<file path="src/rtl/icmp_echo_reply_frame_filter_defines.svh">
// Assertion macros shared by the ICMP echo reply frame filter RTL.
`ifndef ICMP_ECHO_REPLY_FRAME_FILTER_DEFINES_SVH
`define ICMP_ECHO_REPLY_FRAME_FILTER_DEFINES_SVH

// Same-cycle implication, checked on clk outside reset.
`define IERF_ASSERT_IMPLIES(label, ante, cons, msg) \
  label: assert property (@(posedge clk) disable iff (!rst_n) (ante) |-> (cons)) \
    else $error(msg);

// Next-cycle implication, checked on clk outside reset.
`define IERF_ASSERT_NEXT(label, ante, cons, msg) \
  label: assert property (@(posedge clk) disable iff (!rst_n) (ante) |=> (cons)) \
    else $error(msg);

`endif

</file>
<file path="src/rtl/ierf_pkg.sv">
// Shared types and constants of the ICMP echo reply frame filter.
package ierf_pkg;

  // Capture capacity and the width of the byte counter that holds it
  localparam int MAX_FRAME_BYTES = 2048;
  localparam int POS_W           = $clog2(MAX_FRAME_BYTES + 1);

  // Frame layout constants
  localparam int MIN_IP_FRAME   = 28;
  localparam int MIN_ETH_FRAME  = 42;
  localparam int MIN_VLAN_FRAME = 46;
  localparam logic [4:0] ETH_HDR  = 5'd14;
  localparam logic [4:0] VLAN_HDR = 5'd18;
  localparam logic [15:0] TPID_CTAG  = 16'h8100;
  localparam logic [15:0] TPID_STAG  = 16'h88A8;
  localparam logic [15:0] ETYPE_IPV4 = 16'h0800;
  localparam logic [5:0] MIN_IHL_BYTES = 6'd20;
  localparam int ICMP_HDR   = 8;
  localparam logic [7:0] PROTO_ICMP = 8'd1;
  localparam logic [3:0] IP_VERSION4 = 4'd4;

  // Register reset values
  localparam logic [31:0] TARGET_ADDRESS_RESET  = 32'h0000_0000;
  localparam logic [15:0] ECHO_IDENTIFIER_RESET = 16'h6869;
  localparam logic [15:0] ECHO_SEQUENCE_RESET   = 16'h0001;

  // Register indexes on the configuration port
  typedef enum logic [1:0] {
    CFG_TARGET_ADDRESS  = 2'd0,
    CFG_ECHO_IDENTIFIER = 2'd1,
    CFG_ECHO_SEQUENCE   = 2'd2
  } cfg_index_t;

  // Verdict codes
  typedef enum logic [3:0] {
    ST_MATCH     = 4'd0,
    ST_SHORT     = 4'd1,
    ST_ETHERTYPE = 4'd2,
    ST_VERSION   = 4'd3,
    ST_IHL       = 4'd4,
    ST_TRUNCATED = 4'd5,
    ST_PROTOCOL  = 4'd6,
    ST_SOURCE    = 4'd7,
    ST_TYPE      = 4'd8,
    ST_ID_SEQ    = 4'd9
  } status_t;

  typedef struct packed {
    logic [7:0] frame_byte;
    logic       frame_last;
    logic       starts_at_ip;
  } in_item_t;

  typedef struct packed {
    status_t     status;
    logic [7:0]  ttl_value;
    logic [11:0] icmp_length;
  } out_item_t;

  typedef struct packed {
    logic [31:0] target_address;
    logic [15:0] echo_identifier;
    logic [15:0] echo_sequence;
  } cfg_regs_t;

  // Per-frame parse state passed from the tracker to the verdict logic
  typedef struct packed {
    logic [POS_W-1:0] pos;
    logic [4:0]       link;
    logic [15:0]      ether_type;
    logic [7:0]       ip_first_byte;
    logic [7:0]       ip_proto_byte;
    logic [7:0]       ip_ttl;
    logic [15:0]      ip_total_length;
    logic             source_equal;
    logic [15:0]      icmp_type_code;
    logic [15:0]      reply_identifier;
    logic [15:0]      reply_sequence;
    logic             mode_ip;
  } frame_fields_t;

  localparam frame_fields_t FRAME_CLEAR = '{
    pos:              '0,
    link:             5'd0,
    ether_type:       16'h0000,
    ip_first_byte:    8'h00,
    ip_proto_byte:    8'h00,
    ip_ttl:           8'h00,
    ip_total_length:  16'h0000,
    source_equal:     1'b1,
    icmp_type_code:   16'h0000,
    reply_identifier: 16'h0000,
    reply_sequence:   16'h0000,
    mode_ip:          1'b0
  };

endpackage

</file>
<file path="src/rtl/icmp_echo_reply_frame_filter.sv">
// Top level of the ICMP echo reply frame filter.
//
// Usage:
//   in_*  : one captured frame byte per transaction, with frame_last on the
//           final byte and starts_at_ip (sampled on a frame's first byte)
//           telling whether the frame opens at IPv4 or at Ethernet.
//   out_* : one verdict transaction per frame, after its final byte:
//           status, TTL and capped ICMP length (both zero unless a match).
//   cfg_* : register writes (target address, identifier, sequence); always
//           ready, to be issued only while no frame is in flight.
// Throughput: one byte per cycle, unless a final byte waits on out_ready.
//   Every byte passes one input register and one pass of compare/capture
//   logic; only final bytes can stall, and they load the output register.
// Stall: while a verdict waits on out_ready, bytes keep flowing until the
//   next final byte, which holds in the input register until the output
//   register frees up.
// Reset: rst_n (synchronous) clears frame state and both valid flags and
//   restores the register reset values.
`include "icmp_echo_reply_frame_filter_defines.svh"

module icmp_echo_reply_frame_filter (
  input  logic                clk,
  input  logic                rst_n,
  input  logic                in_valid,
  output logic                in_ready,
  input  ierf_pkg::in_item_t  in_data,
  output logic                out_valid,
  input  logic                out_ready,
  output ierf_pkg::out_item_t out_data,
  input  logic                cfg_valid,
  output logic                cfg_ready,
  input  logic [1:0]          cfg_index,
  input  logic [31:0]         cfg_data
);

  logic                    in_valid_r;
  ierf_pkg::in_item_t      in_data_r;
  logic                    out_valid_r;
  ierf_pkg::out_item_t     out_data_r;
  ierf_pkg::cfg_regs_t     cfg_r;
  ierf_pkg::frame_fields_t fields_nxt;
  ierf_pkg::out_item_t     verdict;
  logic                    proc_ok;
  logic                    proc_fire;

  // Handshake: only a final byte waits for the output register
  assign proc_ok   = !in_data_r.frame_last || !out_valid_r || out_ready;
  assign proc_fire = in_valid_r && proc_ok;
  assign in_ready  = !in_valid_r || proc_ok;
  assign cfg_ready = 1'b1;
  assign out_valid = out_valid_r;
  assign out_data  = out_data_r;

  // Configuration registers
  always_ff @(posedge clk) begin
    if (!rst_n) begin
      cfg_r.target_address  <= ierf_pkg::TARGET_ADDRESS_RESET;
      cfg_r.echo_identifier <= ierf_pkg::ECHO_IDENTIFIER_RESET;
      cfg_r.echo_sequence   <= ierf_pkg::ECHO_SEQUENCE_RESET;
    end else if (cfg_valid && cfg_ready) begin
      case (cfg_index)
        ierf_pkg::CFG_TARGET_ADDRESS:  cfg_r.target_address  <= cfg_data;
        ierf_pkg::CFG_ECHO_IDENTIFIER: cfg_r.echo_identifier <= cfg_data[15:0];
        ierf_pkg::CFG_ECHO_SEQUENCE:   cfg_r.echo_sequence   <= cfg_data[15:0];
        default: ;
      endcase
    end
  end

  // Input register: hold the byte until it is processed
  always_ff @(posedge clk) begin
    if (!rst_n) begin
      in_valid_r <= 1'b0;
    end else if (in_valid && in_ready) begin
      in_valid_r <= 1'b1;
    end else if (proc_fire) begin
      in_valid_r <= 1'b0;
    end
  end

  always_ff @(posedge clk) begin
    if (in_valid && in_ready) begin
      in_data_r <= in_data;
    end
  end

  ierf_tracker u_tracker (
    .clk            (clk),
    .rst_n          (rst_n),
    .take           (proc_fire),
    .item           (in_data_r),
    .target_address (cfg_r.target_address),
    .fields_nxt     (fields_nxt)
  );

  ierf_verdict u_verdict (
    .fields (fields_nxt),
    .cfg    (cfg_r),
    .result (verdict)
  );

  // Output register: load on a final byte, drop once taken
  always_ff @(posedge clk) begin
    if (!rst_n) begin
      out_valid_r <= 1'b0;
    end else if (proc_fire && in_data_r.frame_last) begin
      out_valid_r <= 1'b1;
    end else if (out_ready) begin
      out_valid_r <= 1'b0;
    end
  end

  always_ff @(posedge clk) begin
    if (proc_fire && in_data_r.frame_last) begin
      out_data_r <= verdict;
    end
  end

  `IERF_ASSERT_IMPLIES(a_nomatch_zero, out_valid_r && out_data_r.status != ierf_pkg::ST_MATCH, out_data_r.ttl_value == 8'h00 && out_data_r.icmp_length == 12'h000, "non-match verdict carries nonzero TTL or length")
  `IERF_ASSERT_IMPLIES(a_body_no_stall, in_valid_r && !in_data_r.frame_last, proc_fire, "non-final byte stalled")
  `IERF_ASSERT_NEXT(a_last_gives_result, proc_fire && in_data_r.frame_last, out_valid_r, "final byte processed without a verdict")
  `IERF_ASSERT_IMPLIES(a_len_bound, out_valid_r && out_data_r.status == ierf_pkg::ST_MATCH, out_data_r.icmp_length <= 12'(ierf_pkg::MAX_FRAME_BYTES), "ICMP length exceeds capture capacity")

endmodule

</file>
<file path="src/rtl/ierf_tracker.sv">
// Frame byte tracker: byte position, link header and captured header fields.
module ierf_tracker (
  input  logic                   clk,
  input  logic                   rst_n,
  input  logic                   take,
  input  ierf_pkg::in_item_t     item,
  input  logic [31:0]            target_address,
  output ierf_pkg::frame_fields_t fields_nxt
);

  ierf_pkg::frame_fields_t fields_r;
  ierf_pkg::frame_fields_t upd;

  logic                       mode_ip;
  logic [ierf_pkg::POS_W-1:0] p;
  logic [ierf_pkg::POS_W-1:0] o;
  logic [ierf_pkg::POS_W-1:0] q;
  logic [4:0]                 base;
  logic                       in_ip;
  logic [5:0]                 ihl;
  logic [7:0]                 target_byte;
  logic [15:0]                etype_low;

  // Fold the current byte into the frame state
  always_comb begin
    upd         = fields_r;
    p           = fields_r.pos;
    mode_ip     = (fields_r.pos == '0) ? item.starts_at_ip : fields_r.mode_ip;
    upd.mode_ip = mode_ip;
    base        = 5'd0;
    in_ip       = 1'b0;
    o           = '0;
    q           = '0;
    ihl         = 6'd0;
    target_byte = 8'h00;
    etype_low   = fields_r.ether_type | {8'h00, item.frame_byte};
    if (fields_r.pos < ierf_pkg::POS_W'(ierf_pkg::MAX_FRAME_BYTES)) begin
      // Ethernet header: EtherType, optional single VLAN tag
      if (!mode_ip) begin
        if (p == ierf_pkg::POS_W'(12)) begin
          upd.ether_type = {item.frame_byte, 8'h00};
        end
        if (p == ierf_pkg::POS_W'(13)) begin
          upd.ether_type = etype_low;
          upd.link = (etype_low == ierf_pkg::TPID_CTAG || etype_low == ierf_pkg::TPID_STAG)
                     ? ierf_pkg::VLAN_HDR : ierf_pkg::ETH_HDR;
        end
        if (upd.link == ierf_pkg::VLAN_HDR) begin
          if (p == ierf_pkg::POS_W'(16)) begin
            upd.ether_type = {item.frame_byte, 8'h00};
          end
          if (p == ierf_pkg::POS_W'(17)) begin
            upd.ether_type = etype_low;
          end
        end
        if (upd.link != 5'd0 && p >= ierf_pkg::POS_W'(upd.link)) begin
          base  = upd.link;
          in_ip = 1'b1;
        end
      end else begin
        in_ip = 1'b1;
      end

      // IPv4 header fields
      if (in_ip) begin
        o = p - ierf_pkg::POS_W'(base);
        case (o[1:0])
          2'd0:    target_byte = target_address[31:24];
          2'd1:    target_byte = target_address[23:16];
          2'd2:    target_byte = target_address[15:8];
          default: target_byte = target_address[7:0];
        endcase
        if (o == ierf_pkg::POS_W'(0)) begin
          upd.ip_first_byte = item.frame_byte;
        end else if (o == ierf_pkg::POS_W'(2)) begin
          upd.ip_total_length = {item.frame_byte, 8'h00};
        end else if (o == ierf_pkg::POS_W'(3)) begin
          upd.ip_total_length = fields_r.ip_total_length | {8'h00, item.frame_byte};
        end else if (o == ierf_pkg::POS_W'(8)) begin
          upd.ip_ttl = item.frame_byte;
        end else if (o == ierf_pkg::POS_W'(9)) begin
          upd.ip_proto_byte = item.frame_byte;
        end else if (o >= ierf_pkg::POS_W'(12) && o <= ierf_pkg::POS_W'(15)) begin
          if (target_byte != item.frame_byte) begin
            upd.source_equal = 1'b0;
          end
        end

        // ICMP header fields, once the IPv4 header length is known
        ihl = {upd.ip_first_byte[3:0], 2'b00};
        if (o != '0 && ihl >= ierf_pkg::MIN_IHL_BYTES && o >= ierf_pkg::POS_W'(ihl)) begin
          q = o - ierf_pkg::POS_W'(ihl);
          if (q == ierf_pkg::POS_W'(0)) begin
            upd.icmp_type_code = {item.frame_byte, 8'h00};
          end else if (q == ierf_pkg::POS_W'(1)) begin
            upd.icmp_type_code = fields_r.icmp_type_code | {8'h00, item.frame_byte};
          end else if (q == ierf_pkg::POS_W'(4)) begin
            upd.reply_identifier = {item.frame_byte, 8'h00};
          end else if (q == ierf_pkg::POS_W'(5)) begin
            upd.reply_identifier = fields_r.reply_identifier | {8'h00, item.frame_byte};
          end else if (q == ierf_pkg::POS_W'(6)) begin
            upd.reply_sequence = {item.frame_byte, 8'h00};
          end else if (q == ierf_pkg::POS_W'(7)) begin
            upd.reply_sequence = fields_r.reply_sequence | {8'h00, item.frame_byte};
          end
        end
      end
      upd.pos = p + ierf_pkg::POS_W'(1);
    end
  end

  assign fields_nxt = upd;

  // Advance on each processed byte; clear after the final byte
  always_ff @(posedge clk) begin
    if (!rst_n) begin
      fields_r <= ierf_pkg::FRAME_CLEAR;
    end else if (take) begin
      if (item.frame_last) begin
        fields_r <= ierf_pkg::FRAME_CLEAR;
      end else begin
        fields_r <= upd;
      end
    end
  end

endmodule

</file>
<file path="src/rtl/ierf_verdict.sv">
// Frame verdict: ordered checks, TTL and capped ICMP length.
module ierf_verdict (
  input  ierf_pkg::frame_fields_t fields,
  input  ierf_pkg::cfg_regs_t     cfg,
  output ierf_pkg::out_item_t     result
);

  logic [ierf_pkg::POS_W-1:0] n;
  logic [4:0]                 link;
  logic [5:0]                 ihl;
  logic [ierf_pkg::POS_W-1:0] hdr_len;
  logic [ierf_pkg::POS_W-1:0] need;
  logic [ierf_pkg::POS_W-1:0] cap;
  logic [15:0]                ip_len;
  logic [15:0]                len_capped;
  ierf_pkg::status_t          status;

  // Header lengths and the captured room after the IPv4 header
  always_comb begin
    n          = fields.pos;
    link       = fields.mode_ip ? 5'd0 : fields.link;
    ihl        = {fields.ip_first_byte[3:0], 2'b00};
    hdr_len    = ierf_pkg::POS_W'(link) + ierf_pkg::POS_W'(ihl);
    need       = hdr_len + ierf_pkg::POS_W'(ierf_pkg::ICMP_HDR);
    cap        = n - hdr_len;
    ip_len     = (fields.ip_total_length >= 16'(ihl)) ? fields.ip_total_length - 16'(ihl)
                                                     : 16'h0000;
    len_capped = (ip_len > 16'(cap)) ? 16'(cap) : ip_len;
  end

  // Report the first failed check, in order
  always_comb begin
    status = ierf_pkg::ST_MATCH;
    if (fields.mode_ip && n < ierf_pkg::POS_W'(ierf_pkg::MIN_IP_FRAME)) begin
      status = ierf_pkg::ST_SHORT;
    end else if (!fields.mode_ip && n < ierf_pkg::POS_W'(ierf_pkg::MIN_ETH_FRAME)) begin
      status = ierf_pkg::ST_SHORT;
    end else if (!fields.mode_ip && link == ierf_pkg::VLAN_HDR &&
                 n < ierf_pkg::POS_W'(ierf_pkg::MIN_VLAN_FRAME)) begin
      status = ierf_pkg::ST_SHORT;
    end else if (!fields.mode_ip && fields.ether_type != ierf_pkg::ETYPE_IPV4) begin
      status = ierf_pkg::ST_ETHERTYPE;
    end else if (fields.ip_first_byte[7:4] != ierf_pkg::IP_VERSION4) begin
      status = ierf_pkg::ST_VERSION;
    end else if (ihl < ierf_pkg::MIN_IHL_BYTES) begin
      status = ierf_pkg::ST_IHL;
    end else if (n < need) begin
      status = ierf_pkg::ST_TRUNCATED;
    end else if (fields.ip_proto_byte != ierf_pkg::PROTO_ICMP) begin
      status = ierf_pkg::ST_PROTOCOL;
    end else if (!fields.source_equal) begin
      status = ierf_pkg::ST_SOURCE;
    end else if (fields.icmp_type_code != 16'h0000) begin
      status = ierf_pkg::ST_TYPE;
    end else if (fields.reply_identifier != cfg.echo_identifier ||
                 fields.reply_sequence != cfg.echo_sequence) begin
      status = ierf_pkg::ST_ID_SEQ;
    end
  end

  // Zero the numeric fields unless the frame matched
  always_comb begin
    result.status      = status;
    result.ttl_value   = (status == ierf_pkg::ST_MATCH) ? fields.ip_ttl : 8'h00;
    result.icmp_length = (status == ierf_pkg::ST_MATCH) ? len_capped[11:0] : 12'h000;
  end

endmodule
</file>
<file path="config.mk">
export PLATFORM = sky130hd
export DESIGN_NAME = icmp_echo_reply_frame_filter
export DESIGN_NICKNAME = d
export VERILOG_FILES = /design/src/rtl/ierf_pkg.sv /design/src/rtl/icmp_echo_reply_frame_filter.sv /design/src/rtl/ierf_tracker.sv /design/src/rtl/ierf_verdict.sv
export VERILOG_INCLUDE_DIRS = /design/src /design/src/rtl
export SDC_FILE = /design/constraint.sdc
export NUM_CORES = 1
export LEC_CHECK = 0
export BUFFER_PORTS_ARGS = -buffer_cell sky130_fd_sc_hd__buf_2
export CAP_MARGIN = 20
export CORE_ASPECT_RATIO = 1.1
export CORE_UTILIZATION = 40
export CTS_BUF_LIST = sky130_fd_sc_hd__clkbuf_4 sky130_fd_sc_hd__clkbuf_8
export DETAILED_ROUTE_END_ITERATION = 8
export SETUP_SLACK_MARGIN = 0.02
export SLEW_MARGIN = 0
export SYNTH_ARGS = -nofsm -noshare
export SYNTH_HDL_FRONTEND = slang
export SYNTH_HIERARCHICAL = 1
export SYNTH_SLANG_ARGS = --single-unit
</file>
<file path="constraint.sdc">
create_clock -name clk -period 20 [get_ports clk]
set_input_delay 1 -clock clk [delete_from_list [all_inputs] [get_ports clk]]
set_output_delay 1 -clock clk [all_outputs]
set_load 0.01 [all_outputs]
</file>
* Yosys cells after proc, flatten, opt, wreduce, memory -nomap -nowiden
Index checks and enable logic that the tools add are counted.
Word-level totals: flip-flop bits (word level) 223, input port bits 49
Operators by class: add/sub/neg operators 7, order comparisons 13, equal/unequal tests 27, mux-type cells 68, bitwise gates (word level) 5, reduce and logical (&&, ||, !) cells 35
Operators by type and width (count):
- 2-to-1 mux 16 bit | 17
- 2-to-1 mux 123 bit | 1
- 2-to-1 mux 122 bit | 1
- 2-to-1 mux 89 bit | 1
- 2-to-1 mux 21 bit | 4
- OR 16 x 8 -> 16 bit | 5
- 2-to-1 mux 32 bit | 2
- 2-to-1 mux 8 bit | 8
- == test 12 x 3 -> 1 bit, second input constant | 4
- == test 12 x 4 -> 1 bit, second input constant | 4
- 2-to-1 mux 48 bit | 1
- 2-to-1 mux 4 bit | 11
- logical NOT 12 bit | 3
- 2-to-1 mux 33 bit | 1
- == test 16 bit, second input constant | 2
- inequality test 16 bit | 2
- 2-to-1 mux 5 bit | 5
- == test 12 x 2 -> 1 bit, second input constant | 2
- == test 12 x 5 -> 1 bit, second input constant | 2
- < comparator 12 x 6 -> 1 bit, second input constant | 2
- one-hot mux 8 bit (3 select lines) | 1
- >= comparator 16 x 6 -> 1 bit | 1
- > comparator 16 x 12 -> 1 bit | 1
- inequality test 16 x 12 -> 1 bit, second input constant | 1
- other kinds (35) | 73

* Logic depth before layout (Yosys ltp)
Gate-level depths: netlist of run 1.
depth after elaboration 42, gate-level depth with buffers 47, gate-level depth less buffers 43

* By module
Netlist of run 1, hierarchy kept.
Modules (own cells, without submodules):
- ierf_tracker | times used 1, cells an instance 968, area an instance 8099.0 µm², sequential area each 2462.4 µm²
- icmp_echo_reply_frame_filter | times used 1, cells an instance 304, area an instance 3734.8 µm², sequential area each 2342.2 µm²
- ierf_verdict | times used 1, cells an instance 322, area an instance 2255.9 µm², sequential area each 0.0 µm²

* Least setup slack after synthesis of run 1
OpenSTA, ideal clock, no wires.
path kind flip-flop to flip-flop, start register in_data_r[9] (netlist name), end register out_data_r (netlist bit out_data[5]), data pin, arrival time 9.038 ns, path slack 10.834 ns, stages on the path, launching flop included 44, path through edfxtp_1 buf_2 o22ai_1 or4b_2 a211oi_1 a21o_1 inv_1 ha_1 nand2_1 o2111ai_1 o41ai_2 nor2_1 and2_1 ha_1 inv_1 fa_1 a21o_1 a2111oi_2 (+8 left out) nor3_1 nand4_1 nor2b_1 a2111oi_1 nand4_1 or3_4 a211oi_4 buf_6 mux2_1 xor2_1 nor4_1 nand4_1 o211ai_1 a31oi_1 nor2_1 o211ai_1 buf_2 o21ba_2
RTL lines:
- start, declared | line icmp_echo_reply_frame_filter.sv:37 | ierf_pkg::in_item_t in_data_r;
- start signal, assigned | line icmp_echo_reply_frame_filter.sv:83 | in_data_r <= in_data;
- end signal, assigned | line icmp_echo_reply_frame_filter.sv:115 | out_data_r <= verdict;
- end, declared | line icmp_echo_reply_frame_filter.sv:39 | ierf_pkg::out_item_t out_data_r;

==> impl_metrics.csv, run 1 <==
group,metric,value,unit
clocking,ctsHoldBuffers,0,
synth,avgSynthCellArea,8.84,um2
die,die-area,0.0360,mm2
clocking,h-tree-depth,2,
global_routing,grt_pass1_wl,62.2,mm
placed_design,dpl_worst_slack,9200,ps
pwr,ir_worst_vdd,0.0000563,V
synth,yosysTopAreaCell,"dfxtp_1",
synth,synth_top_family_by_area,"simple AND/OR/NAND/NOR gates",
setup_path,critPathMaxFanout,24,
routing,dr.pass1.iters,5,
synth,synth_cells,1594,
layout,nets,1717,
setup_path,cp-end-kind,"flop",
sta,rsz0062_at_grt,"no",
pwr,total_power,1060,uW
sta,tightest_slew,954,ps
pwr,p_seq_frac,0.439,
routing,routed_wl,39.0,mm
sta,whs,454,ps
global_routing,grt_max_degree,81,
synth,yosysWarnings,6,
sta,finalSetupViolCount,0,
routing,viasPerCell,5.60,
clocking,root_buffer,"clkbuf_8",
setup_path,critPathLaunchType,"flop",
setup_path,cpMostUsedCell,"ha_1",
sta,period_share,0.550,
job,drv_cap,0,
placed_design,gp_congestion,0.900,
synth,synth_top_cells_by_area,"dfxtp_1 (27%), edfxtp_1 (7.2%), mux2_2 (5.1%)",
setup_path,cp_slowest_cell,"a211oi_4",
synth,synth_mux_area_frac,0.112,
layout,drive_gt1_frac,0.185,
synth,synth_fa_ha_area_frac,0.0511,
sta,fmax,91.0,MHz
sta,tns,0,ps
synth,async_flop_share,0,
global_routing,grt_usage,0.218,
die,ios,76,
sta,hold_violations,0,
routing,vias,11700,
die,num_rows,71,
routing,drt_iter0_drc,783,
placed_design,io_buffers,74,
pwr,power_frac_clock,0.424,
clocking,cts_tree,"yes",
pwr,pwr_density_cell,68.8,mW/mm2
die,core_area,0.0345,mm2
layout,final_cells,2085,
pwr,p_leak,0.00645,uW
synth,synth_edf_count,34,
sta,skew,30.6,ps
layout,syn2layout_area_growth,9.64,%
routing,antenna_left,0,
clocking,cts_resized,0,
setup_path,crit_arrival,11430,ps
synth,ys_seq_elements,223,
pwr,p_comb_frac,0.138,
pwr,netSwitchingFraction,0.279,
clocking,cts_sinks,223,
setup_path,critPathTopFamily,"simple AND/OR/NAND/NOR gates",
global_routing,grt_pass1_vias,11600,
hold_path,hp-class,"reg -> reg",
die,start_util,0.409,
layout,n_antenna_cell,0,
clocking,clock_latency,580,ps
clocking,clock_path_buffers,3,
synth,syn_area,0.0141,mm2
synth,syn_nets,1694,
pwr,switchingPower,296,uW
die,dieWidth,181,um
sta,fin_ws,9010,ps
placed_design,hpwl,27.0,mm
clocking,cts-buffers-inserted,40,
placed_design,place_inst,2013,
synth,synth_compound_area_frac,0.154,
run_status,outcome,"completed",
setup_path,cp_num_buf_inv,5,
synth,synth_flop_cell,"dfxtp_1",
setup_path,required,20440,ps
synth,synth_xor_area_frac,0.0504,
synth,synth_common_cells,"nor2_1 (190), dfxtp_1 (189), nand2_1 (148), a21oi_1 (99), clkbuf_1 (65)",
clocking,postCtsSetupRepairBufs,0,
synth,yosysMostFrequentCell,"nor2_1",
global_routing,grt_antenna_before_repair,0,
setup_path,slowest_delay,770,ps
die,die_height,199,um
sta,relSlewSlack,0.364,
routing,routedWlPerCell,18.7,um
sta,period_needed,10990,ps
pwr,p_int,767,uW
sta,slew_violations,0,
synth,ys_seq_area_frac,0.341,
setup_path,path_class,"reg -> reg",
synth,netlist.area_leader.share,0.269,
routing,drc,0,
synth,ys_types,105,
synth,synthSimpleGateAreaFrac,0.234,
clocking,clk_transition_reported_paths,60,ps
global_routing,gr-total-overflow,0,
-- power by group through the flow --
stage / Clock (uW) / Sequential, uW / Combinational, uW
final: 450 / 467 / 146
after global routing: 487 / 467 / 162
after CTS: 463 / 467 / 147
after detailed placement: 0 / 476 / 146
after global placement: 0 / 476 / 145
after floorplan: 0 / 475 / 108
-- area by class of cell --
cell class	instances	area (um2)
Multi-Input combinational cell	1206	8510
Clock buffer	65	788
Timing Repair Buffer	99	561
Tap cell	438	548
Sequential cell	223	4800
Fill cell	3406	19000
Inverter	47	176
Clock inverter	7	61.3
-- worst register-to-register path: cells and delay by family (launching register included) --
kind            cells  cell delay (ps)
mux                 1              430
compound gates     13             3820
flops               1              320
buf+inv             5              730
xor+xnor            1              140
simple gates       17             4090
fa+ha+maj           5             1320
-- metal layers --
layer,track usage,wire (um)
met1,0.260,16900
met2,0.391,19300
met3,0.0350,1490
met4,0.0873,1290
met5,0,0
-- worst paths after layout --
check	startpoint	to	slack, ps	cells after the start
max	in_data_r[5]	out_data[5]	9010	42
max reg2reg	in_data_r[5]	out_data[5]	9010	42
min reg2reg	cfg_r[49]	cfg_r[49]	450	2
min	cfg_r[49]	cfg_r[49]	450	2
-- state kept, by name, indices dropped and copies added, names as in the netlist --
signal / count
u_tracker/fields_r: 111
cfg_r: 64
out_data: 24
u_tracker/p: 12
in_data_r: 10
in_valid_r: 1
out_valid: 1
-- logic make-up after synthesis --
logic type / Yosys count
DFF: 223
muxes: 138
AOI/OAI and AO/OA: 302
and+or+nand+nor: 628
xor gates and xnor gates: 81
adders and majority gates: 56
buffers and inverters: 165
other: 1
-- cell usage in the layout (no fill, tap or decap), drive strengths merged, types with 38 or more instances in the layout --
master / count
nand2: 148
buf: 99
nor2: 191
clkbuf: 65
mux2: 68
xor2: 43
a21oi: 102
xnor2: 38
mux2i: 62
ha: 47
inv: 48
nor2b: 63
dfxtp: 189
-- metrics by stage --
stage           util  instance area [um2]
6_report       0.448                15400
5_1_grt        0.448                15400
4_1_cts        0.448                15400
3_5_place_dp   0.424                14600
3_3_place_gp   0.424                14600
2_1_floorplan      -                14100
No activity file was read; power rests on OpenSTA's default activity.
==> run 2: changes to the inputs <==
==> constraint.sdc (replaced) <==
create_clock -name clk -period 11.05 [get_ports clk]
set_input_delay 0.5525 -clock clk [delete_from_list [all_inputs] [get_ports clk]]
set_output_delay 0.5525 -clock clk [all_outputs]
set_load 0.01 [all_outputs]
==> impl_metrics.csv, run 2 (synthesis gave the netlist of run 1 again) <==
group,metric,value,unit
run_status,outcome,"completed",
setup_path,critPathTopFamily,"simple AND/OR/NAND/NOR gates",
setup_path,ff2ff_path_depth,43,
setup_path,path_class,"reg -> reg",
setup_path,critPathMaxFanout,20,
sta,period_share,0.929,
layout,nets,1724,
layout,final_area,0.0156,mm2
sta,skew,59.0,ps
pwr,pwr_density_cell,126,mW/mm2
clocking,clock_path_buffers,3,
routing,antenna_left,0,
clocking,clock_latency,590,ps
setup_path,reg2reg_to,"out_data[5]",
pwr,ir_worst_vdd,0.0000969,V
sta,hold_violations,0,
die,num_rows,71,
layout,top_register,"u_tracker/fields_r",
die,die_height,199,um
setup_path,cp-end-kind,"flop",
global_routing,grt_max_degree,81,
placed_design,place_inst,2018,
clocking,cts-buffers-inserted,39,
layout,syn2layout_area_growth,10.8,%
die,die-area,0.0360,mm2
clocking,cts_tree,"yes",
global_routing,grt_antenna_before_repair,0,
hold_path,hp-class,"in -> reg",
routing,vias,11700,
layout,drive_gt1_frac,0.191,
pwr,total_power,1970,uW
clocking,cts_sinks,223,
placed_design,gp_congestion,0.898,
die,dieWidth,181,um
sta,finalSetupViolCount,0,
routing,routedWlPerCell,18.3,um
setup_path,slowest_delay,490,ps
setup_path,critPathLaunchType,"flop",
global_routing,grt_usage,0.212,
sta,tightest_slew,1000,ps
layout,final_cell_mix,"dfxtp_1 (189), nor2_1 (189), nand2_1 (148)",
clocking,root_buffer,"clkbuf_8",
setup_path,timing.rr.start,"u_tracker/p[8]",
sta,rsz0062_at_grt,"no",
setup_path,cp_slowest_cell,"a2111oi_1",
placed_design,io_buffers,74,
sta,relSlewSlack,0.332,
routing,drt_iter0_drc,637,
clocking,h-tree-depth,2,
die,start_util,0.409,
hold_path,hold_path_end,"in_data_r[1]",
sta,fmax,97.4,MHz
placed_design,placed_area,0.0146,mm2
sta,period_needed,10260,ps
routing,drc,0,
pwr,p_leak,0.00652,uW
die,ios,76,
hold_path,hold_start,"in_data[1]",
job,drv_cap,0,
global_routing,grt_pass1_vias,11400,
setup_path,cp_num_buf_inv,5,
routing,viasPerCell,5.57,
setup_path,required,11490,ps
routing,dr.pass1.iters,5,
layout,n_antenna_cell,0,
hold_path,hold_depth,1,
die,core_area,0.0345,mm2
routing,routed_wl,38.4,mm
clocking,clk_transition_reported_paths,60,ps
sta,tns,0,ps
sta,slew_violations,0,
setup_path,crit_arrival,10700,ps
clocking,ctsHoldBuffers,0,
setup_path,reg2reg_slack,790,ps
global_routing,grt_pass1_wl,60.7,mm
placed_design,hpwl,26.2,mm
layout,largest_register_ff_count,111,
global_routing,gr-total-overflow,0,
layout,final_cells,2093,
-- run 2: cell types whose count changed in the layout (fill, tap and decap cells not counted), sizes merged --
cell,delta
clkinvlp,+1
buf,+8
bufinv,+2
clkbuf,-2
clkinv,-1
-- run 2: layer usage --
metal | GRT usage | routed length [um] | up-vias
li1 | - | - | 5759
met1 | 0.253 | 16500 | 5554
met2 | 0.383 | 19000 | 273
met3 | 0.0264 | 1570 | 76
met4 | 0.0866 | 1260 | 0
met5 | 0 | 0 | -
-- run 2: power by group --
group / total (uW) / internal [uW] / switching, uW
Clock: 859 / 501 / 359
Combinational: 264 / 96.2 / 167
Sequential: 845 / 836 / 8.91
-- run 2: timing repair --
| action | CTS | global route |
|---|---|---|
| endpoints found under the setup margin | 0 | 22 |
| resized for setup | 0 | 5 |
| buffers inserted | 0 | 3 |
| hold endpoints to repair | 0 | 0 |
-- run 2: metrics by stage --
step	utilization	setup WS [ps]	hold WS (ps)
2_1_floorplan	-	1880	432
3_3_place_gp	0.424	658	441
3_5_place_dp	0.425	330	444
4_1_cts	0.451	240	112
5_1_grt	0.453	20.5	125
6_report	0.453	787	142
-- run 2: worst max path at each step --
stage,start,end,slack [ps],cells past startpoint
6_report,u_tracker/p[8],out_data[5],790,43
5_1_grt,u_tracker/p[8],out_data[0],20,43
4_1_cts,u_tracker/p[5],out_data[5],240,42
3_5_place_dp,u_tracker/p[5],out_data[5],330,42
3_3_place_gp,u_tracker/p[5],out_data[5],660,42
2_1_floorplan,in_data_r[9],out_data[5],1880,43
-- run 2: cell type report --
cell class,instances,area [um2]
fill,3337,18900
multi-input combinational,1206,8530
timing repair buffer,107,646
inverter,47,176
clock inverter,9,113
tap,438,548
clock buffer,63,786
sequential,223,4800
